**src/sv/tea_pkg.sv**
```systemverilog
// ----------------------------------------------------------------------------
// tea_pkg
// Shared types, constants and round-sum function for the TEA cipher pipeline.
// ----------------------------------------------------------------------------
package tea_pkg;

    localparam int unsigned ROUNDS = 32;
    localparam int unsigned STAGES = 2 * ROUNDS;
    localparam int unsigned WORD_W = 32;

    localparam logic [WORD_W-1:0] TEA_DELTA = 32'h9E37_79B9;

    // per-item operation carried in tuser
    localparam logic CMD_ENCRYPT = 1'b0;
    localparam logic CMD_DECRYPT = 1'b1;

    // key register indexes
    localparam logic [1:0] KEY_IDX0 = 2'd0;
    localparam logic [1:0] KEY_IDX1 = 2'd1;
    localparam logic [1:0] KEY_IDX2 = 2'd2;
    localparam logic [1:0] KEY_IDX3 = 2'd3;

    typedef logic [WORD_W-1:0] word_t;

    typedef struct packed {
        word_t k0;
        word_t k1;
        word_t k2;
        word_t k3;
    } tea_key_t;

    typedef struct packed {
        logic  cmd;
        word_t x;
        word_t y;
    } tea_item_t;

    // delta * n, modulo 2^32; only ever called with elaboration constants
    function automatic word_t round_sum(input int unsigned n);
        logic [63:0] prod;
        prod = 64'(TEA_DELTA) * 64'(n);
        return prod[WORD_W-1:0];
    endfunction

endpackage

```
**src/sv/tea_obuf.sv**
```systemverilog
// ----------------------------------------------------------------------------
// tea_obuf
// Output register with a skid entry. Ready towards the pipeline depends only
// on local state, so back pressure does not reach the input combinationally.
// ----------------------------------------------------------------------------
module tea_obuf (
    input  logic               clk,
    input  logic               rst_n,
    input  logic               in_valid,
    output logic               in_ready,
    input  tea_pkg::tea_item_t in_item,
    output logic               out_valid,
    input  logic               out_ready,
    output tea_pkg::tea_item_t out_item
);
    import tea_pkg::*;

    logic      out_valid_reg;
    logic      out_valid_next;
    logic      skid_valid_reg;
    logic      skid_valid_next;
    tea_item_t out_item_reg;
    tea_item_t out_item_next;
    tea_item_t skid_item_reg;
    tea_item_t skid_item_next;

    logic push;
    logic pop;

    assign in_ready = !skid_valid_reg;
    assign push     = in_valid && in_ready;
    assign pop      = out_valid_reg && out_ready;

    always_comb
    begin
        out_valid_next  = out_valid_reg;
        skid_valid_next = skid_valid_reg;
        out_item_next   = out_item_reg;
        skid_item_next  = skid_item_reg;
        if (skid_valid_reg)
        begin
            if (pop)
            begin
                out_item_next   = skid_item_reg;
                skid_valid_next = 1'b0;
            end
        end
        else if (push)
        begin
            if (!out_valid_reg || pop)
            begin
                out_item_next  = in_item;
                out_valid_next = 1'b1;
            end
            else
            begin
                skid_item_next  = in_item;
                skid_valid_next = 1'b1;
            end
        end
        else if (pop)
        begin
            out_valid_next = 1'b0;
        end
    end

    always_ff @(posedge clk or negedge rst_n)
    begin
        if (!rst_n)
        begin
            out_valid_reg  <= 1'b0;
            skid_valid_reg <= 1'b0;
        end
        else
        begin
            out_valid_reg  <= out_valid_next;
            skid_valid_reg <= skid_valid_next;
        end
    end

    always_ff @(posedge clk)
    begin
        out_item_reg  <= out_item_next;
        skid_item_reg <= skid_item_next;
    end

    assign out_valid = out_valid_reg;
    assign out_item  = out_item_reg;

    // skid entry is only ever used behind a held output
    a_skid_behind_out: assert property (@(posedge clk) disable iff (!rst_n)
        skid_valid_reg |-> out_valid_reg)
        else $error("skid entry valid with empty output register");

    // a transfer arriving behind a stalled output lands in the skid entry
    a_skid_fill: assert property (@(posedge clk) disable iff (!rst_n)
        (push && out_valid_reg && !out_ready) |=> skid_valid_reg)
        else $error("item lost behind stalled output");

    // a held skid entry keeps its contents until the output drains
    a_skid_hold: assert property (@(posedge clk) disable iff (!rst_n)
        (skid_valid_reg && !out_ready) |=> (skid_valid_reg && $stable(skid_item_reg)))
        else $error("skid entry changed while stalled");

endmodule

```
**config.mk**
```make
export PLATFORM = sky130hd
export DESIGN_NAME = tea_obuf
export DESIGN_NICKNAME = d
export VERILOG_FILES = /design/src/sv/tea_pkg.sv /design/src/sv/tea_obuf.sv
export SDC_FILE = /design/constraint.sdc
export NUM_CORES = 1
export LEC_CHECK = 0
export ABC_AREA = 1
export CAP_MARGIN = 5
export CORE_ASPECT_RATIO = 0.5
export CORE_UTILIZATION = 35
export DETAILED_ROUTE_END_ITERATION = 10
export DONT_BUFFER_PORTS = 1
export PLACE_DENSITY = 0.47
export SLEW_MARGIN = 0
export SYNTH_ARGS = -nofsm -noshare
export SYNTH_HDL_FRONTEND = slang
export SYNTH_SLANG_ARGS = --single-unit
```
**constraint.sdc**
```tcl
create_clock -name clk -period 6.21 [get_ports clk]
set_input_delay 0.621 -clock clk [delete_from_list [all_inputs] [get_ports clk]]
set_output_delay 0.621 -clock clk [all_outputs]
set_load 0.03 [all_outputs]
```
==> metrics.csv, run 1 <==
stage,metric,value,unit
global_routing,met1 Resource Use GR,16.1,%
yosys,post-synthesis sequential area ratio,81.4,%
yosys,Ys Warns,0,
min_path,worst min path class,input port to flip-flop,
global_routing,grt met2 use,22.0,%
route,First-pass DRT Iterations,4,
yosys,Synth Register Bits,132,
timing,Final period util,34.8,%
timing,worst slew pin tran,878,ps
layout,Synth-to-Final Area Change,16.2,%
layout,area of the multi-input gates,787,um^2
yosys,Syn Std Cell Area,4860,um^2
clocking,Worst-Skew Late Latency,400,ps
setup_path,"critical path, cell by cell",inv_2 > buf_4,
route,DRC,0,
yosys,Post-Syn Nets,427,
timing,min cycle time layout,2160,ps
setup_path,r2r setup slk,4050,ps
setup_path,Crit. End Element,output port,
power_and_ir_drop,switch share,34.7,%
status,status,"complete, no violations",
power_and_ir_drop,VDD IR max,0.203,mV
global_routing,initial antenna violation count,0,
yosys,main combinational cell family by area after synthesis,simple AND/OR/NAND/NOR gates,
timing,final-report hold violation count,0,
die,Initial Utilization,37.1,%
global_routing,met3 usage,5.69,%
clocking,Clk Tree Root Cell,clkbuf_16,
route,vias per cell,4.40,
setup_path,delay of the slowest critical-path stage,590,ps
die,row count,29,
yosys,Synth Area in XOR/XNOR,0,%
job,MaxCap Viol Count,0,
timing,Achievable Freq,463,MHz
yosys,Synth Area in Adders,0,%
yosys,post-synthesis compound-gate area fraction,0.103,%
clocking,CTS tree,yes,
placement,Final Wtd Congestion,0.678,
setup_path,Worst EP arrival,1540,ps
placement,hpwl dp,5390,um
route,vias,2488,
power_and_ir_drop,sequential share of power,53.9,%
power_and_ir_drop,Leakage,0.00218,uW
power_and_ir_drop,Clk pwr share,32.2,%
yosys,Synth Area in Simple Gates,15.9,%
layout,ant diodes,0,
clocking,htree depth,4,
yosys,synth unique cells,12,
yosys,mux contribution to synthesized area,0,%
timing,setup TNS,0,ps
global_routing,Overflow after GRT,0,
die,Core Footprint,13100,um^2
route,DRT Wirelength,9110,um
die,die area,14400,um^2
route,1st-iter DRT viols,120,
clocking,Post-CTS Repair Setup Buffers,0,
global_routing,global-route usage over all layers,13.6,%
setup_path,"Max stage delay cell, worst path",buf_4,
power_and_ir_drop,Comb power frac,14.0,%
yosys,mean post-synth cell area,13.6,um^2
clocking,cts bufs inserted,17,
setup_path,startpoint types,flip-flop,
clocking,clock-pin transition on the worst setup and hold timing paths,60,ps
die,Die X,169,um
timing,final setup violation count,0,
power_and_ir_drop,Pwr per Cell Area,566,nW/um^2
power_and_ir_drop,Switch Pwr,1110,uW
route,"antenna viol nets, final",0,
global_routing,global route hottest layer,met2,
layout,fillers,1214,
route,post-DR wirelength/cell,16.1,um
die,I/O Pins,136,
setup_path,critical path class,flip-flop to output port,
clocking,Sink Count,132,
die,die height,85.3,um
setup_path,crit-path max FO,66,
timing,Slew HR,41.5,%
timing,unrepaired setup endpoints after global routing,no,
layout,flip-flop and latch area,3960,um^2
layout,most frequent cells in the layout,"202 x nand2_1, 130 x edfxtp_1, 17 x clkbuf_16",
layout,share of cells above drive strength 1,9.50,%
yosys,Post-Syn Instances,358,
clocking,CTS Buffer Depth,2,
global_routing,vias in the first global route,2588,
timing,Final Skew,10.4,ps
layout,Layout Nets,436,
global_routing,pin count of the biggest net entering global routing,67,
layout,"commonest non-fill, non-tap cell in the layout",nand2_1,
power_and_ir_drop,Pint,2090,uW
setup_path,required time of the critical path,5590,ps
global_routing,first-pass GRT wire length,14500,um
placement,IO Port Bufs,0,
timing,Final Slew Violations,0,
layout,fin util,43.1,%
-- path summary, 6_finish.rpt --
kind | start | to | cells past startpoint
setup / recovery | skid_valid_reg | in_ready | 2
hold / removal | in_item[35] | skid_item_reg[35] | 0
setup reg to reg | out_valid | skid_item_reg[22] | 5
hold reg to reg | skid_item_reg[9] | out_item[9] | 2
max in group asynchronous | rst_n | skid_valid_reg | 1
min in group asynchronous | rst_n | out_valid | 1
-- critical path, delay by kind of cell, from the launching register on --
kind,cells,cell delay [ps]
buffers and inverters,2,650
DFF,1,420
-- layer usage --
layer  vias up  routed length, um  part of all wire (%)
li1       1221                  -                     -
met1      1182               3930                    43
met2        77               4400                    48
met3         8                700                   7.7
met4         0                 84                  0.92
met5         -                  0                     0
-- cell families after synthesis --
kind of cell	after synthesis
AND/OR/NAND/NOR	205
flip-flops	132
buffers and inverters	20
AO/OA/AOI/OAI	1
-- area by class of cell --
type | instances | area share (%)
clock inverter | 14 | 3.30
multi-input combinational | 206 | 13.9
tap | 186 | 4.12
sequential | 132 | 70.1
timing repair buffer | 5 | 0.709
clock buffer | 17 | 7.54
inverter | 5 | 0.332
-- what timing repair did --
action                                  in CTS  in global routing
endpoints found under the hold margin        2                  0
endpoints found under the setup margin       0                  0
gates resized for setup                      0                  0
hold buffers                                 1                  0
-- cell usage after synthesis --
| master | instances | area (um^2) |
|---|---|---|
| buf_2 | 7 | 35.0 |
| inv_2 | 1 | 3.75 |
| a21oi_1 | 1 | 5.00 |
| nand3_1 | 1 | 5.00 |
| nor2_1 | 2 | 7.51 |
| clkbuf_1 | 1 | 3.75 |
| edfxtp_1 | 130 | 3900 |
| buf_6 | 5 | 56.3 |
| nand2_1 | 202 | 758 |
| dfrtp_1 | 2 | 50.1 |
| buf_4 | 2 | 15.0 |
| inv_1 | 4 | 15.0 |
-- power by group through the flow --
stage          Sequential (uW)  Combinational, uW  Clock [uW]
3_5_place_dp              1740                456           0
6_report                  1720                446        1030
3_3_place_gp              1740                433           0
5_1_grt                   1740                519        1090
2_1_floorplan             1720                369           0
4_1_cts                   1730                458        1050
-- per-stage QoR --
stage / power (uW) / hold slack (ps) / worst slack [ps] / area, um^2 / instances
2_1_floorplan: 2090 / 325 / 1790 / 4860 / 358
3_3_place_gp: 2170 / 325 / 4130 / 5020 / 533
5_1_grt: 3350 / 294 / 3900 / 5650 / 565
4_1_cts: 3240 / 296 / 4030 / 5650 / 565
3_5_place_dp: 2200 / 325 / 4030 / 5020 / 533
6_report: 3200 / 316 / 4050 / 5650 / 565
(Power assumes the default switching activity.)
==> run 2: changes to the inputs <==
ABC_AREA = 0   (was 1)
clock period = 2.1 ns   (was 6.21 ns; I/O delays follow)
==> metrics.csv, run 2 <==
stage,metric,value,unit
min_path,worst min path class,input port to flip-flop,
clocking,Post-CTS Repair Setup Buffers,0,
global_routing,initial antenna violation count,0,
yosys,post-synth top area share,75.9,%
route,DRT Wirelength,9190,um
timing,Final Skew,9.46,ps
timing,min cycle time layout,1660,ps
layout,share of cells above drive strength 1,31.6,%
global_routing,vias in the first global route,2525,
yosys,synth unique cells,14,
die,I/O Pins,136,
setup_path,Worst EP arrival,1450,ps
power_and_ir_drop,VDD IR max,0.855,mV
route,First-pass DRT Iterations,4,
setup_path,critical path class,flip-flop to output port,
die,die height,87.7,um
power_and_ir_drop,Leakage,0.00253,uW
timing,Slew HR,73.1,%
timing,Final period util,79.3,%
setup_path,reg2reg start,skid_valid_reg,
yosys,most common cell in the netlist,edfxtp_1,
route,vias per cell,4.36,
setup_path,required time of the critical path,1890,ps
timing,worst slew pin tran,403,ps
yosys,Post-Syn Instances,215,
yosys,Post-Syn Nets,284,
setup_path,startpoint types,flip-flop,
placement,IO Port Bufs,0,
placement,dpl cells,406,
timing,Final Slew Violations,0,
route,post-DR wirelength/cell,17.5,um
power_and_ir_drop,Pwr per Cell Area,1520,nW/um^2
setup_path,reg2reg end,skid_valid_reg,
yosys,Most used DFF post-synth,edfxtp_1,
clocking,Sink Count,132,
timing,setup ws final,435,ps
layout,"commonest non-fill, non-tap cell in the layout",edfxtp_1,
clocking,htree depth,4,
clocking,CTS Buffer Depth,2,
yosys,Post-synth EDFFs,130,
placement,DP Worst Slack,489,ps
yosys,Syn Std Cell Area,5140,um^2
global_routing,first-pass GRT wire length,14200,um
global_routing,pin count of the biggest net entering global routing,52,
route,"antenna viol nets, final",0,
layout,Layout Nets,388,
die,Initial Utilization,36.9,%
layout,Synth-to-Final Area Change,34.2,%
yosys,Synth async-reset ratio,1.52,%
die,Die X,173,um
clocking,cts bufs inserted,17,
setup_path,Crit. End Element,output port,
yosys,mean post-synth cell area,23.9,um^2
layout,most frequent cells in the layout,"130 x edfxtp_1, 86 x dlygate4sd3_1, 65 x mux2_4",
setup_path,r2r setup slk,470,ps
clocking,cts hold-fix bufs,68,
route,vias,2287,
setup_path,crit-path max FO,51,
yosys,commonest cells in the netlist,"130 x edfxtp_1, 65 x mux2_4, 6 x buf_12",
timing,unrepaired setup endpoints after global routing,no,
layout,final non-filler cell total,524,
clocking,clock-pin transition on the worst setup and hold timing paths,50,ps
yosys,synth top area cells,"edfxtp_1 76%, mux2_4 19%, buf_12 2.3%, dfrtp_1 0.97%, buf_8 0.29%",
clocking,Clk Tree Root Cell,clkbuf_16,
die,Core Footprint,13900,um^2
layout,ant diodes,0,
global_routing,global-route usage over all layers,12.7,%
yosys,Ys Warns,0,
min_path,hold path cells,2,
route,1st-iter DRT viols,104,
die,row count,30,
timing,Achievable Freq,601,MHz
clocking,CTS resizes,0,
die,die area,15200,um^2
global_routing,Overflow after GRT,0,
setup_path,R2R cell count,4,
min_path,hold endpoint,out_valid,
timing,final setup violation count,0,
yosys,Synth Register Bits,132,
route,DRC,0,
clocking,Worst-Skew Late Latency,400,ps
job,MaxCap Viol Count,0,
yosys,"area leader, netlist",edfxtp_1,
clocking,CTS tree,yes,
status,status,"complete, no violations",
placement,Final Wtd Congestion,0.671,
timing,final-report hold violation count,0,
yosys,post-synthesis sequential area ratio,76.9,%
placement,hpwl dp,5360,um
min_path,HP Start,in_valid,
-- run 2: cell types whose count changed in the layout (fill, tap and decap cells not counted), sizes merged, moves of 2 or more --
cell / change
buf: +3
bufinv: +3
clkbuf: +2
clkinv: -2
clkinvlp: -2
dlygate4sd3: +85
inv: -3
mux2: +65
nand2: -201
nor2: -2
-- run 2: worst max-delay path by stage --
stage / endpoint / slack, ps / start / cells past startpoint
floorplan: skid_item_reg[0] / -690 / skid_valid_reg / 4
global placement: skid_item_reg[34] / 530 / skid_valid_reg / 3
detailed placement: skid_item_reg[38] / 490 / skid_valid_reg / 3
CTS: in_ready / 390 / skid_valid_reg / 2
global route: in_ready / 350 / skid_valid_reg / 2
finish: in_ready / 440 / skid_valid_reg / 2
-- run 2: where the power goes --
group / internal [uW] / switching [uW]
sequential: 3890 / 1220
combinational: 1030 / 932
clock: 2350 / 1090
-- run 2: area by class of cell --
| class | count | area (um^2) |
|---|---|---|
| well taps | 192 | 240 |
| fillers | 1158 | 7030 |
| clock buffers | 19 | 433 |
| multi-input cells | 73 | 1060 |
| clock inverters | 13 | 254 |
| flip-flops and latches | 132 | 3960 |
| repair buffers | 93 | 951 |
| inverters | 2 | 7.51 |
-- run 2: worst max-delay path, cell delays in order (launching register included) --
cell     delay, ps
dfrtp_4        440
buf_12         360
inv_1          250
-- run 2: kinds of logic (layout without fill, tap and decap cells) --
logic type             after synthesis  after routing  synth area share (%)
DFF                                132            132                  76.9
and+or+nand+nor                      4              4                 0.657
buffers and inverters               10            127                  2.99
muxes                               65             65                  19.0
AOI/OAI and AO/OA                    4              4                 0.462
-- run 2: layer usage --
| layer | GRT usage (%) | share of wire (%) | routed length, um | up-vias |
|---|---|---|---|---|
| met5 | 0 | 0 | 0 | - |
| met4 | 4.91 | 0.65 | 60 | 0 |
| met3 | 5.77 | 6.1 | 562 | 5 |
| met2 | 21.8 | 52 | 4810 | 63 |
| met1 | 14.2 | 41 | 3750 | 1155 |
| li1 | - | - | - | 1064 |
-- run 2: per-stage QoR --
| stage | hold slack (ps) | util (%) | instance area [um^2] | TNS, ps | power (uW) |
|---|---|---|---|---|---|
| after CTS | 1.86 | 48.3 | 6720 | 0 | 10600 |
| after floorplan | -85.6 | - | 5160 | -61590 | 6790 |
| final | 13.6 | 49.6 | 6900 | 0 | 10500 |
| after global placement | -85.4 | 38.4 | 5350 | 0 | 6980 |
| after global routing | 0.945 | 49.6 | 6900 | 0 | 10900 |
| after detailed placement | -85.4 | 38.4 | 5350 | 0 | 7040 |
==> run 3: changes to the inputs <==
PLACE_DENSITY = 0.49   (was 0.47)
clock period = 1.45 ns   (was 2.1 ns; I/O delays follow)
==> metrics.csv, run 3 (synthesized netlist as in run 2, its figures left out) <==
stage,metric,value,unit
clocking,cts bufs inserted,17,
timing,setup ws final,-63.1,ps
setup_path,Worst EP arrival,1620,ps
route,routed wl met2,4800,um
timing,Final period util,104,%
status,status,"finished, violations left",
global_routing,global-route usage over all layers,12.8,%
setup_path,delay of the slowest critical-path stage,530,ps
clocking,htree depth,4,
job,MaxCap Viol Count,0,
timing,Final Skew,9.65,ps
route,DRT Wirelength,10000,um
placement,dpl cells,407,
route,WL met3,495,um
setup_path,crit-path max FO,12,
timing,worst slew pin tran,346,ps
die,I/O Pins,136,
placement,Final Wtd Congestion,0.685,
global_routing,pin count of the biggest net entering global routing,37,
global_routing,first-pass GRT wire length,14100,um
route,vias,2323,
setup_path,critical path class,flip-flop to flip-flop,
route,"antenna viol nets, final",0,
clocking,CTS tree,yes,
timing,Final Slew Violations,0,
clocking,Clk Tree Root Cell,clkbuf_16,
status,violated checks,"hold timing, setup timing",
layout,ant diodes,0,
global_routing,Overflow after GRT,0,
clocking,CTS Buffer Depth,2,
timing,worst hold margin,-170,ps
min_path,worst min path class,input port to flip-flop,
layout,Layout Nets,385,
clocking,cts hold-fix bufs,69,
layout,final non-filler cell total,521,
timing,Achievable Freq,661,MHz
setup_path,required time of the critical path,1560,ps
placement,hpwl dp,5650,um
route,DRC,0,
timing,final-report hold violation count,1,
die,Initial Utilization,36.9,%
clocking,Sink Count,132,
route,First-pass DRT Iterations,4,
die,Die X,173,um
die,Core Footprint,13900,um^2
layout,Synth-to-Final Area Change,35.0,%
power_and_ir_drop,Pwr per Cell Area,2230,nW/um^2
power_and_ir_drop,Overall Power,15500,uW
route,Max Used Layer,met4,
power_and_ir_drop,Leakage,0.00254,uW
timing,final setup violation count,132,
route,met1 wire length,4640,um
power_and_ir_drop,VDD IR max,0.876,mV
timing,Slew HR,76.9,%
die,die height,87.7,um
timing,unrepaired setup endpoints after global routing,yes,
route,1st-iter DRT viols,108,
global_routing,initial antenna violation count,0,
layout,most frequent cells in the layout,"130 x edfxtp_1, 69 x dlygate4sd3_1, 65 x mux2_4",
setup_path,"critical path, cell by cell",nand2b_4 > nor3_4 > buf_6 > clkbuf_16,
timing,setup TNS,-5290,ps
placement,IO Port Bufs,0,
die,die area,15200,um^2
die,row count,30,
route,vias per cell,4.46,
clocking,clock-pin transition on the worst setup and hold timing paths,60,ps
clocking,Worst-Skew Late Latency,410,ps
placement,Placed Area,5370,um^2
global_routing,vias in the first global route,2476,
layout,finished layout cell area,6940,um^2
route,post-DR wirelength/cell,19.3,um
setup_path,"Max stage delay cell, worst path",dfrtp_4,
layout,fin util,49.8,%
setup_path,startpoint types,flip-flop,
layout,share of cells above drive strength 1,36.8,%
setup_path,Crit. End Element,flip-flop,
layout,"commonest non-fill, non-tap cell in the layout",edfxtp_1,
timing,min cycle time layout,1510,ps
[run 3: report_power, final]
| group | switching [uW] | internal (uW) | leakage, uW |
|---|---|---|---|
| combinational | 1620 | 2040 | 0.00102 |
| sequential | 1800 | 5620 | 0.00123 |
| clock | 1650 | 2730 | 0.000282 |
[run 3: layer usage]
| metal | global-route usage [%] | vias to the layer above |
|---|---|---|
| li1 | - | 1061 |
| met1 | 14.9 | 1188 |
| met2 | 21.5 | 65 |
| met3 | 4.86 | 9 |
| met4 | 5.55 | 0 |
| met5 | 0 | - |
[run 3: path summary, 6_finish.rpt]
kind	slack, ps	from	depth (start not counted)	endpoint
setup / recovery	-60	skid_valid_reg	4	skid_item_reg[9]
hold / removal	-170	out_ready	1	skid_valid_reg
setup reg to reg	-60	skid_valid_reg	4	skid_item_reg[9]
hold reg to reg	540	skid_item_reg[55]	1	out_item[55]
max in group asynchronous	780	rst_n	2	skid_valid_reg
min in group asynchronous	520	rst_n	2	out_valid
[run 3: metrics by stage]
stage                     worst slack (ps)  hold slack, ps
after floorplan                      -1340            -151
after global placement                -196            -150
after detailed placement              -252            -150
after CTS                            -52.7            -188
after global routing                  -107            -182
final                                -63.1            -170
[run 3: cell type report]
type / instances / area (um^2)
clock buffers: 18 / 429
repair buffers: 90 / 1070
fillers: 1131 / 6990
clock inverters: 14 / 176
multi-input cells: 73 / 1060
inverters: 2 / 11.3
well taps: 192 / 240
flip-flops and latches: 132 / 3960
[run 3: worst max-delay path: cells and delay by family (launching register included)]
kind,cells,cell delay [ps]
buffers and inverters,2,350
and+or+nand+nor,2,350
DFF,1,530
[run 3: repair_timing]
action | in CTS | in global routing
pin swaps | 0 | 1
gates cloned | 2 | 7
gates resized for setup | 8 | 5
endpoints found under the hold margin | 134 | 1
endpoints found under the setup margin | 145 | 134
setup buffers | 2 | 2
