`src/sv/tea_pkg.sv`:
```
// ----------------------------------------------------------------------------
// tea_pkg
// Shared types, constants and round-sum function for the TEA cipher pipeline.
// ----------------------------------------------------------------------------
package tea_pkg;

    localparam int unsigned ROUNDS = 32;
    localparam int unsigned STAGES = 2 * ROUNDS;
    localparam int unsigned WORD_W = 32;

    localparam logic [WORD_W-1:0] TEA_DELTA = 32'h9E37_79B9;

    // per-item operation carried in tuser
    localparam logic CMD_ENCRYPT = 1'b0;
    localparam logic CMD_DECRYPT = 1'b1;

    // key register indexes
    localparam logic [1:0] KEY_IDX0 = 2'd0;
    localparam logic [1:0] KEY_IDX1 = 2'd1;
    localparam logic [1:0] KEY_IDX2 = 2'd2;
    localparam logic [1:0] KEY_IDX3 = 2'd3;

    typedef logic [WORD_W-1:0] word_t;

    typedef struct packed {
        word_t k0;
        word_t k1;
        word_t k2;
        word_t k3;
    } tea_key_t;

    typedef struct packed {
        logic  cmd;
        word_t x;
        word_t y;
    } tea_item_t;

    // delta * n, modulo 2^32; only ever called with elaboration constants
    function automatic word_t round_sum(input int unsigned n);
        logic [63:0] prod;
        prod = 64'(TEA_DELTA) * 64'(n);
        return prod[WORD_W-1:0];
    endfunction

endpackage

```
`src/sv/tea_stage.sv`:
```
// ----------------------------------------------------------------------------
// tea_stage
// One registered half round. Encryption adds the mix term, decryption
// subtracts it; which word is updated follows the half and the command.
// ----------------------------------------------------------------------------
module tea_stage (
    input  logic               clk,
    input  logic               rst_n,
    input  logic               en,
    input  logic               half,
    input  tea_pkg::word_t     sum_enc,
    input  tea_pkg::word_t     sum_dec,
    input  tea_pkg::tea_key_t  key,
    input  logic               in_valid,
    input  tea_pkg::tea_item_t in_item,
    output logic               out_valid,
    output tea_pkg::tea_item_t out_item
);
    import tea_pkg::*;

    logic      valid_reg;
    logic      valid_next;
    tea_item_t item_reg;
    tea_item_t item_next;

    logic  upd_x;
    word_t src;
    word_t dst;
    word_t ka;
    word_t kb;
    word_t sum;
    word_t mix;
    word_t res;

    // encrypt: first half updates x, second y; decrypt the other way round
    assign upd_x = (half == in_item.cmd);
    assign src   = upd_x ? in_item.y : in_item.x;
    assign dst   = upd_x ? in_item.x : in_item.y;
    assign ka    = upd_x ? key.k0 : key.k2;
    assign kb    = upd_x ? key.k1 : key.k3;
    assign sum   = (in_item.cmd == CMD_DECRYPT) ? sum_dec : sum_enc;

    assign mix = ((src << 4) + ka) ^ (src + sum) ^ ((src >> 5) + kb);
    assign res = (in_item.cmd == CMD_DECRYPT) ? (dst - mix) : (dst + mix);

    always_comb
    begin
        item_next     = in_item;
        if (upd_x)
        begin
            item_next.x = res;
        end
        else
        begin
            item_next.y = res;
        end
        valid_next = en ? in_valid : valid_reg;
    end

    always_ff @(posedge clk or negedge rst_n)
    begin
        if (!rst_n)
        begin
            valid_reg <= 1'b0;
        end
        else
        begin
            valid_reg <= valid_next;
        end
    end

    always_ff @(posedge clk)
    begin
        if (en)
        begin
            item_reg <= item_next;
        end
    end

    assign out_valid = valid_reg;
    assign out_item  = item_reg;

endmodule

```
`config.mk`:
```
export PLATFORM = sky130hd
export DESIGN_NAME = tea_stage
export DESIGN_NICKNAME = d
export VERILOG_FILES = /design/src/sv/tea_pkg.sv /design/src/sv/tea_stage.sv
export SDC_FILE = /design/constraint.sdc
export NUM_CORES = 1
export LEC_CHECK = 0
export ABC_AREA = 0
export BUFFER_PORTS_ARGS = -buffer_cell sky130_fd_sc_hd__buf_4
export CORE_ASPECT_RATIO = 0.75
export CORE_MARGIN = 2
export CORE_UTILIZATION = 50
export CTS_CLUSTER_DIAMETER = 80
export DETAILED_ROUTE_END_ITERATION = 8
export GPL_TIMING_DRIVEN = 1
export PLACE_DENSITY = 0.84
export SYNTH_ARGS = -nofsm -noshare
export SYNTH_HDL_FRONTEND = slang
export SYNTH_SLANG_ARGS = --single-unit
```
`constraint.sdc`:
```
create_clock -name clk -period 0.8 [get_ports clk]
set_input_delay 0.24 -clock clk [delete_from_list [all_inputs] [get_ports clk]]
set_output_delay 0.24 -clock clk [all_outputs]
set_load 0.005 [all_outputs]
```
==> run_summary.xml, run 1 <==
<?xml version="1.0" encoding="UTF-8"?>
<metrics>
  <group name="floorplan">
    <metric name="die_height" unit="um">139</metric>
    <metric name="std_cell_rows" unit="">49</metric>
    <metric name="die_width" unit="um">183</metric>
    <metric name="floorplan.initialDensity" unit="">0.506</metric>
    <metric name="io_pins" unit="">328</metric>
  </group>
  <group name="cts">
    <metric name="cts-buffers-inserted" unit="">9</metric>
    <metric name="clock_tree.root_cell" unit="">sky130_fd_sc_hd__clkbuf_16</metric>
    <metric name="cts_htree_levels" unit="">3</metric>
    <metric name="max-clock-path-buffers" unit="">2</metric>
    <metric name="numClockSinks" unit="">66</metric>
  </group>
  <group name="logic_synthesis">
    <metric name="synth_cell_type_count" unit="">89</metric>
    <metric name="synth-warning-count" unit="">0</metric>
    <metric name="yosysSeqAreaShare" unit="">0.164</metric>
    <metric name="synth_seq_cells" unit="">66</metric>
    <metric name="synth_ff_type" unit="">sky130_fd_sc_hd__edfxtp_1</metric>
    <metric name="edff_count_synth" unit="">65</metric>
    <metric name="netlist_area" unit="um^2">12100</metric>
    <metric name="synthesis.instances" unit="">1598</metric>
    <metric name="postSynthAreaPerCell" unit="um^2">7.55</metric>
    <metric name="synth-async-reset-ratio" unit="">0.0152</metric>
    <metric name="nets_in_the_synthesized_netlist" unit="">1980</metric>
  </group>
  <group name="outcome">
    <metric name="stop_error" unit="">[ERROR GRT-0232] Routing congestion too high. Check the congestion heatmap in the GUI.</metric>
    <metric name="stop_stage" unit="">global routing</metric>
    <metric name="status" unit="">did not finish</metric>
  </group>
  <group name="placement">
    <metric name="dpl_cell_area" unit="um^2">18700</metric>
    <metric name="detailed_place_hpwl" unit="um">44200</metric>
    <metric name="placement.io_buffers" unit="">327</metric>
    <metric name="gp_weighted_congestion" unit="">1.04</metric>
    <metric name="pre_cts_slack" unit="ns">-5.74</metric>
  </group>
  <group name="timing">
    <metric name="worstEpCategory" unit="">sequential cell input</metric>
    <metric name="worstEndpointGrtRepair" unit="">out_item[31]$_DFFE_PP_/D</metric>
  </group>
  <group name="global_route">
    <metric name="grtUsageTotal" unit="">0.768</metric>
    <metric name="global_route.overflow_total" unit="">4</metric>
    <metric name="grt_start_max_net_pins" unit="">49</metric>
  </group>
</metrics>
## cell usage after synthesis, types with 9 or more instances
master / count / area, um^2
sky130_fd_sc_hd__a211oi_1: 10 / 75.1
sky130_fd_sc_hd__a21o_1: 60 / 450
sky130_fd_sc_hd__a21oi_1: 107 / 536
sky130_fd_sc_hd__a31oi_1: 27 / 169
sky130_fd_sc_hd__and2_1: 9 / 56.3
sky130_fd_sc_hd__and3_1: 14 / 87.6
sky130_fd_sc_hd__clkbuf_1: 54 / 203
sky130_fd_sc_hd__edfxtp_1: 65 / 1950
sky130_fd_sc_hd__ha_1: 118 / 1480
sky130_fd_sc_hd__inv_1: 30 / 113
sky130_fd_sc_hd__mux2_2: 31 / 349
sky130_fd_sc_hd__mux2i_1: 20 / 200
sky130_fd_sc_hd__nand2_1: 409 / 1540
sky130_fd_sc_hd__nand2b_1: 12 / 75.1
sky130_fd_sc_hd__nand3_1: 26 / 130
sky130_fd_sc_hd__nand4_1: 22 / 138
sky130_fd_sc_hd__nor2_1: 71 / 267
sky130_fd_sc_hd__nor3_1: 20 / 100
sky130_fd_sc_hd__o211ai_1: 11 / 82.6
sky130_fd_sc_hd__o21a_1: 10 / 75.1
sky130_fd_sc_hd__o21ai_0: 108 / 541
sky130_fd_sc_hd__o21bai_1: 12 / 90.1
sky130_fd_sc_hd__xnor2_1: 137 / 1200
sky130_fd_sc_hd__xnor3_1: 12 / 270
sky130_fd_sc_hd__xor2_1: 56 / 490
## cell families after synthesis
group	synth area share
flops	0.164
xor+xnor	0.176
compound gates	0.226
fa+ha+maj	0.129
mux	0.0474
buf+inv	0.0335
simple gates	0.224
## what timing repair did
| item | in CTS |
|---|---|
| gates cloned | 1 |
| gates resized for setup | 171 |
| setup endpoints to repair | 130 |
| hold buffers | 1 |
| pin swaps | 36 |
| endpoints found under the hold margin | 1 |
| setup buffers | 19 |
## metrics by stage
stage	cells	TNS (ns)	utilization
floorplan	1598	-269.78	-
global placement	2663	-281.61	0.783
detailed placement	2663	-291.57	0.783
CTS	2700	-273.85	0.834
## metal layers
metal | GRT overflow | global-route usage
met1 | 0 | 0.812
met2 | 3 | 0.868
met3 | 0 | 0.687
met4 | 1 | 0.628
met5 | 0 | 0.514
==> inputs of run 2 (changes only) <==
- CORE_ASPECT_RATIO: 0.75 -> default
- CORE_UTILIZATION: 50 -> 40
- CTS_CLUSTER_DIAMETER: 80 -> default
- PLACE_DENSITY: 0.84 -> default
- PLACE_DENSITY_LB_ADDON: default -> 0.15
- clock period: 0.8 -> 1.04 ns (I/O delays scaled with it)
==> run 2 against run 1 <==
- synthesized cell count stayed put
- area after synthesis did not move
- the flow now finishes, with violations (setup timing)
==> run_summary.xml, run 2 <==
<?xml version="1.0" encoding="UTF-8"?>
<metrics>
  <group name="routing">
    <metric name="vias" unit="">14990</metric>
    <metric name="starting_drc_count_in_detailed_routing" unit="">1300</metric>
    <metric name="drc" unit="">0</metric>
    <metric name="wire_length_per_cell_after_detailed_routing" unit="um">17.6</metric>
    <metric name="drt-total-wl" unit="um">49400</metric>
    <metric name="ant_nets" unit="">0</metric>
    <metric name="drt-pass1-iter-count" unit="">5</metric>
    <metric name="post_drt_via_cell_ratio" unit="">5.34</metric>
  </group>
  <group name="global_route">
    <metric name="grt_antenna_before_repair" unit="">2</metric>
    <metric name="vias_in_the_first_global_route" unit="">13603</metric>
    <metric name="global_route_wire_length_before_repair" unit="um">71400</metric>
    <metric name="grtUsageTotal" unit="">0.289</metric>
    <metric name="global_route.overflow_total" unit="">0</metric>
    <metric name="grt_start_max_net_pins" unit="">36</metric>
  </group>
  <group name="critical_path">
    <metric name="library_cell_contributing_the_largest_single_delay_on_the_critical_path" unit="">sky130_fd_sc_hd__xnor3_1</metric>
    <metric name="path_max_fanout" unit="">7</metric>
    <metric name="arrival_time_reported_for_the_critical_path_endpoint" unit="ns">6.26</metric>
    <metric name="setup.worst_path.end_class" unit="">flip-flop</metric>
    <metric name="critical-path-top-delay-family" unit="">compound AO/OA/AOI/OAI gates</metric>
    <metric name="start_kind" unit="">input port</metric>
    <metric name="timing.critical_path.mode_cell" unit="">sky130_fd_sc_hd__a21o_1</metric>
    <metric name="worstPathBufferInverterCount" unit="">3</metric>
    <metric name="worst_path_largest_cell_delay" unit="ns">0.42</metric>
    <metric name="required_time_of_the_critical_path" unit="ns">1.11</metric>
    <metric name="worst-setup-path-type" unit="">input port to flip-flop</metric>
  </group>
  <group name="timing">
    <metric name="hold_viol" unit="">0</metric>
    <metric name="slew_viol_final" unit="">0</metric>
    <metric name="setup_viols_final" unit="">130</metric>
    <metric name="rsz0062_at_grt" unit="">true</metric>
    <metric name="final.period_utilization" unit="">5.95</metric>
    <metric name="final_critical_path_setup_slack" unit="ns">-5.15</metric>
    <metric name="crit_path_time_final" unit="ns">6.19</metric>
    <metric name="clock_skew" unit="ns">0</metric>
    <metric name="max_freq" unit="MHz">162</metric>
    <metric name="worst_hold_slack" unit="ns">0.217</metric>
    <metric name="worst_slew_pin_slew" unit="ns">0.550</metric>
    <metric name="max-slew-margin-rel" unit="">0.631</metric>
  </group>
  <group name="placement">
    <metric name="gp_weighted_congestion" unit="">0.986</metric>
    <metric name="placement.io_buffers" unit="">327</metric>
    <metric name="detailed_place_hpwl" unit="um">40200</metric>
    <metric name="pre_cts_slack" unit="ns">-5.58</metric>
  </group>
  <group name="logic_synthesis">
    <metric name="synthesis.instances" unit="">1598</metric>
    <metric name="synth_ff_type" unit="">sky130_fd_sc_hd__edfxtp_1</metric>
    <metric name="yosysMostFrequentCell" unit="">sky130_fd_sc_hd__nand2_1</metric>
    <metric name="synth-warning-count" unit="">0</metric>
    <metric name="edff_count_synth" unit="">65</metric>
    <metric name="synth_seq_cells" unit="">66</metric>
    <metric name="netlist_area" unit="um^2">12100</metric>
    <metric name="yosysSeqAreaShare" unit="">0.164</metric>
    <metric name="postSynthAreaPerCell" unit="um^2">7.55</metric>
    <metric name="synth.largest_area_cell" unit="">sky130_fd_sc_hd__edfxtp_1</metric>
    <metric name="netlist_top_cells_area" unit="">sky130_fd_sc_hd__edfxtp_1 16%, sky130_fd_sc_hd__nand2_1 13%, sky130_fd_sc_hd__ha_1 12%, sky130_fd_sc_hd__xnor2_1 9.9%, sky130_fd_sc_hd__o21ai_0 4.5%</metric>
    <metric name="most_common_library_cells_after_synthesis" unit="">409 x sky130_fd_sc_hd__nand2_1, 137 x sky130_fd_sc_hd__xnor2_1, 118 x sky130_fd_sc_hd__ha_1</metric>
    <metric name="synth_cell_type_count" unit="">89</metric>
    <metric name="synth_top_area_frac" unit="">0.162</metric>
    <metric name="synth-async-reset-ratio" unit="">0.0152</metric>
    <metric name="nets_in_the_synthesized_netlist" unit="">1980</metric>
  </group>
  <group name="min_path">
    <metric name="holdCritPathClass" unit="">input port to flip-flop</metric>
  </group>
  <group name="floorplan">
    <metric name="floorplan.initialDensity" unit="">0.406</metric>
    <metric name="die_height" unit="um">178</metric>
    <metric name="coreArea" unit="um^2">29700</metric>
    <metric name="std_cell_rows" unit="">63</metric>
    <metric name="die_area" unit="um^2">31600</metric>
    <metric name="die_width" unit="um">178</metric>
    <metric name="io_pins" unit="">328</metric>
  </group>
  <group name="final_layout">
    <metric name="area_delta_synth_final" unit="%">70.9</metric>
    <metric name="design.final.nets" unit="">2791</metric>
    <metric name="largest_register_ff_count" unit="">65</metric>
    <metric name="utilization" unit="">0.694</metric>
    <metric name="layout.cells.most_common_list" unit="">808 x sky130_fd_sc_hd__buf_4, 379 x sky130_fd_sc_hd__nand2_1, 114 x sky130_fd_sc_hd__xnor2_1</metric>
    <metric name="layout_commonest_cell" unit="">sky130_fd_sc_hd__buf_4</metric>
    <metric name="post_route_cells_drive_above_1_share" unit="">0.463</metric>
  </group>
  <group name="outcome">
    <metric name="violated_checks" unit="">setup timing</metric>
    <metric name="status" unit="">finished, violations left</metric>
  </group>
  <group name="cts">
    <metric name="numClockSinks" unit="">66</metric>
    <metric name="path_clk_slew" unit="ns">0.06</metric>
    <metric name="cts-buffers-inserted" unit="">9</metric>
    <metric name="cts_htree_levels" unit="">3</metric>
    <metric name="clk_latency" unit="ns">0.33</metric>
    <metric name="max-clock-path-buffers" unit="">2</metric>
    <metric name="tritoncts_clock_tree" unit="">built</metric>
    <metric name="clock_tree.root_cell" unit="">sky130_fd_sc_hd__clkbuf_16</metric>
  </group>
  <group name="pwr">
    <metric name="powerDensity" unit="nW/um^2">3170</metric>
    <metric name="max-vdd-ir-drop" unit="uV">1860</metric>
    <metric name="report.power.total" unit="uW">65500</metric>
    <metric name="p_leak" unit="uW">0.0103</metric>
  </group>
  <group name="flow_run">
    <metric name="timing.max_cap.violations" unit="">0</metric>
  </group>
</metrics>
-- run 2: cell counts after synthesis --
Identical to the previous run, type by type.
-- run 2: stage by stage --
stage	setup TNS [ns]	instance area, um^2	instances
after global routing	-276.37	20600	2806
after floorplan	-259.02	12400	1598
final	-260.53	20600	2806
after global placement	-267.46	18700	2733
after CTS	-253.99	19400	2766
after detailed placement	-275.78	18700	2733
-- run 2: cell families (layout without fill, tap and decap cells) --
logic type               after synthesis  count (layout)  share of synthesized area
AO/OA/AOI/OAI                        421             421                      0.226
AND/OR/NAND/NOR                      621             621                      0.224
XOR/XNOR                             214             214                      0.176
other                                  0               2                          0
flip-flops                            66              66                      0.164
multiplexers                          52              52                     0.0474
buffers and inverters                100             916                     0.0335
adder cells (fa/ha/maj)              124             124                      0.129
-- run 2: where the power goes --
group	internal [uW]	leakage [uW]	switching [uW]
Clock	2060	0.000148	1050
Sequential	5180	0.000646	473
Combinational	30100	0.00953	26600
Total	37400	0.0103	28100
-- run 2: path summary, 6_finish.rpt --
check	start	end	slack, ns	depth (start not counted)
worst min-delay path	in_valid	out_valid	0.22	2
min in group asynchronous	rst_n	out_valid	0.29	2
worst max-delay path	half	out_item[63]	-5.15	33
worst max register to register	out_valid	out_valid	0.28	1
worst min register to register	out_valid	out_valid	0.54	1
max in group asynchronous	rst_n	out_valid	0.67	2
-- run 2: layout make-up --
type,count,area [um^2]
Sequential cell,66,1980
Fill cell,2402,9080
Inverter,30,113
Clock buffer,9,225
Antenna cell,2,5.00
Multi-Input combinational cell,1432,10800
Clock inverter,7,83.8
Tap cell,390,488
Timing Repair Buffer,870,6950
-- run 2: metal layers --
layer  share of wire  vias up  GRT usage
li1                -     7305          -
met1            0.47     7002      0.437
met2            0.44      612      0.448
met3           0.068       71     0.0201
met4           0.020        0     0.0587
met5               0        -          0
-- run 2: repair_timing --
item                                    in CTS  in global routing
hold buffers                                 1                  0
endpoints found under the setup margin     130                130
endpoints found under the hold margin        1                  0
resized for setup                           63                195
pin swaps                                   36                101
gates cloned                                 1                  4
setup buffers                               16                 38
Power figures use the tool's default switching activity.
==> inputs of run 3 (changes only) <==
- SKIP_LAST_GASP: default -> 1
==> run 3 against run 2 <==
- the flow still finishes with violations (setup timing)
- non-clock buffer count is 4 lower
- core utilization is 0.97 points lower
- critical endpoint unchanged
- sequential share of layout area is 0.14 points higher
- global-route usage hardly changed
- largest power group unchanged
- critical path depth is 1 higher
- power is 2.2% lower
==> run_summary.xml, run 3 (synthesis gave the netlist of run 2 again) <==
<?xml version="1.0" encoding="UTF-8"?>
<metrics>
  <group name="global_route">
    <metric name="grt_antenna_before_repair" unit="">2</metric>
    <metric name="grtUsageTotal" unit="">0.289</metric>
    <metric name="grt_use_met3" unit="">0.0199</metric>
    <metric name="top_usage_layer" unit="">met2</metric>
    <metric name="grt.met1_usage" unit="">0.437</metric>
    <metric name="use_met2" unit="">0.449</metric>
    <metric name="global_route_wire_length_before_repair" unit="um">71500</metric>
    <metric name="grt_start_max_net_pins" unit="">36</metric>
    <metric name="vias_in_the_first_global_route" unit="">13605</metric>
    <metric name="global_route.overflow_total" unit="">0</metric>
  </group>
  <group name="cts">
    <metric name="tritoncts_clock_tree" unit="">built</metric>
    <metric name="clock_tree.root_cell" unit="">sky130_fd_sc_hd__clkbuf_16</metric>
    <metric name="cts-buffers-inserted" unit="">9</metric>
    <metric name="cts_htree_levels" unit="">3</metric>
    <metric name="path_clk_slew" unit="ns">0.06</metric>
    <metric name="max-clock-path-buffers" unit="">2</metric>
    <metric name="clk_latency" unit="ns">0.33</metric>
    <metric name="numClockSinks" unit="">66</metric>
  </group>
  <group name="pwr">
    <metric name="p_leak" unit="uW">0.0102</metric>
    <metric name="powerDensity" unit="nW/um^2">3150</metric>
    <metric name="max-vdd-ir-drop" unit="uV">1870</metric>
    <metric name="report.power.total" unit="uW">64000</metric>
  </group>
  <group name="routing">
    <metric name="wire_length_per_cell_after_detailed_routing" unit="um">17.5</metric>
    <metric name="drt-total-wl" unit="um">49000</metric>
    <metric name="ant_nets" unit="">0</metric>
    <metric name="post_drt_via_cell_ratio" unit="">5.29</metric>
    <metric name="drt-pass1-iter-count" unit="">5</metric>
    <metric name="drc" unit="">0</metric>
    <metric name="starting_drc_count_in_detailed_routing" unit="">1295</metric>
    <metric name="vias" unit="">14816</metric>
  </group>
  <group name="timing">
    <metric name="max-slew-margin-rel" unit="">0.657</metric>
    <metric name="hold_viol" unit="">0</metric>
    <metric name="worst_slew_pin_slew" unit="ns">0.512</metric>
    <metric name="final_critical_path_setup_slack" unit="ns">-5.16</metric>
    <metric name="rsz0062_at_grt" unit="">true</metric>
    <metric name="max_freq" unit="MHz">161</metric>
    <metric name="crit_path_time_final" unit="ns">6.20</metric>
    <metric name="setup_viols_final" unit="">130</metric>
    <metric name="slew_viol_final" unit="">0</metric>
    <metric name="clock_skew" unit="ns">0</metric>
    <metric name="final.period_utilization" unit="">5.96</metric>
  </group>
  <group name="placement">
    <metric name="gp_weighted_congestion" unit="">0.986</metric>
    <metric name="placement.io_buffers" unit="">327</metric>
    <metric name="place.detailed.instances" unit="">2733</metric>
    <metric name="detailed_place_hpwl" unit="um">40200</metric>
    <metric name="pre_cts_slack" unit="ns">-5.58</metric>
    <metric name="dpl_cell_area" unit="um^2">18700</metric>
  </group>
  <group name="final_layout">
    <metric name="number_of_standard_cells_in_the_layout_taps_in_and_fillers_out" unit="">2802</metric>
    <metric name="layout.cells.most_common_list" unit="">834 x sky130_fd_sc_hd__buf_4, 381 x sky130_fd_sc_hd__nand2_1, 117 x sky130_fd_sc_hd__xnor2_1</metric>
    <metric name="post-route-cell-area" unit="um^2">20300</metric>
    <metric name="final.fill_count" unit="">2451</metric>
    <metric name="post_route_cells_drive_above_1_share" unit="">0.455</metric>
    <metric name="area_delta_synth_final" unit="%">68.5</metric>
    <metric name="layout_commonest_cell" unit="">sky130_fd_sc_hd__buf_4</metric>
    <metric name="largest_register_ff_count" unit="">65</metric>
    <metric name="design.final.nets" unit="">2787</metric>
    <metric name="utilization" unit="">0.685</metric>
  </group>
  <group name="floorplan">
    <metric name="die_height" unit="um">178</metric>
    <metric name="io_pins" unit="">328</metric>
    <metric name="floorplan.initialDensity" unit="">0.406</metric>
    <metric name="coreArea" unit="um^2">29700</metric>
    <metric name="die_area" unit="um^2">31600</metric>
    <metric name="std_cell_rows" unit="">63</metric>
    <metric name="die_width" unit="um">178</metric>
  </group>
  <group name="critical_path">
    <metric name="worstPathBufferInverterCount" unit="">4</metric>
    <metric name="setup.worst_path.start" unit="">half</metric>
    <metric name="worst_path_largest_cell_delay" unit="ns">0.49</metric>
    <metric name="arrival_time_reported_for_the_critical_path_endpoint" unit="ns">6.28</metric>
    <metric name="worst-setup-path-type" unit="">input port to flip-flop</metric>
    <metric name="path_max_fanout" unit="">7</metric>
    <metric name="required_time_of_the_critical_path" unit="ns">1.11</metric>
    <metric name="rr_worst_depth" unit="">1</metric>
    <metric name="timing.critical_path.mode_cell" unit="">sky130_fd_sc_hd__a21o_1</metric>
    <metric name="critical-path-top-delay-family" unit="">compound AO/OA/AOI/OAI gates</metric>
    <metric name="library_cell_contributing_the_largest_single_delay_on_the_critical_path" unit="">sky130_fd_sc_hd__xor3_1</metric>
    <metric name="r2r_start" unit="">out_valid</metric>
    <metric name="setup.worst_path.end_class" unit="">flip-flop</metric>
    <metric name="start_kind" unit="">input port</metric>
    <metric name="cp.depth" unit="">34</metric>
  </group>
  <group name="min_path">
    <metric name="min_from" unit="">in_valid</metric>
    <metric name="min_path_cells" unit="">2</metric>
    <metric name="holdCritPathClass" unit="">input port to flip-flop</metric>
  </group>
  <group name="outcome">
    <metric name="status" unit="">finished, violations left</metric>
    <metric name="violated_checks" unit="">setup timing</metric>
  </group>
  <group name="flow_run">
    <metric name="timing.max_cap.violations" unit="">0</metric>
  </group>
</metrics>
-- run 3: cell count changes in the layout (fill, tap and decap cells not counted), moves of 3 or more --
cell,before,now
sky130_fd_sc_hd__a21oi_2,21,18
sky130_fd_sc_hd__buf_6,42,14
sky130_fd_sc_hd__buf_4,808,834
sky130_fd_sc_hd__o21ai_0,47,52
sky130_fd_sc_hd__o21ai_1,54,51
sky130_fd_sc_hd__xnor2_1,114,117
sky130_fd_sc_hd__nor2_2,9,6
sky130_fd_sc_hd__a21oi_1,85,88
-- run 3: timing repair --
| item | in CTS | in global routing |
|---|---|---|
| endpoints found under the hold margin | 1 | 0 |
| cloned | 1 | 4 |
| setup buffers | 16 | 33 |
| setup endpoints to repair | 130 | 130 |
| resized for setup | 52 | 149 |
| hold buffers | 1 | 0 |
| pin swaps | 36 | 96 |
-- run 3: cell type report --
| cell class | count | area, um^2 | area share |
|---|---|---|---|
| Multi-Input combinational cell | 1432 | 10700 | 0.524 |
| Timing Repair Buffer | 866 | 6800 | 0.334 |
| Sequential cell | 66 | 1980 | 0.0972 |
| Tap cell | 390 | 488 | 0.0240 |
| Clock buffer | 9 | 225 | 0.0111 |
| Inverter | 30 | 113 | 0.00554 |
| Clock inverter | 7 | 83.8 | 0.00412 |
| Antenna cell | 2 | 5.00 | 0.000246 |
-- run 3: report_power, final --
group | internal [uW] | switching [uW]
registers | 5170 | 374
logic | 29300 | 26100
clock network | 2070 | 1060
-- run 3: worst paths after layout --
kind                                end  slack (ns)
max                        out_item[63]       -5.16
min                           out_valid        0.22
max reg2reg                   out_valid        0.31
min reg2reg                   out_valid        0.50
max in group asynchronous     out_valid        0.67
min in group asynchronous     out_valid        0.29
-- run 3: through the flow --
step / setup TNS [ns] / hold slack (ns)
2_1_floorplan: -259.02 / 0.0164
3_3_place_gp: -267.46 / 0.0870
3_5_place_dp: -275.78 / 0.0886
4_1_cts: -254.21 / 0.211
5_1_grt: -278.29 / 0.221
6_report: -262.92 / 0.216
-- run 3: per-layer routing --
metal / part of all wire / vias up
met2: 0.44 / 571
met4: 0.017 / 0
met1: 0.47 / 6898
li1: - / 7296
met5: 0 / -
met3: 0.073 / 51
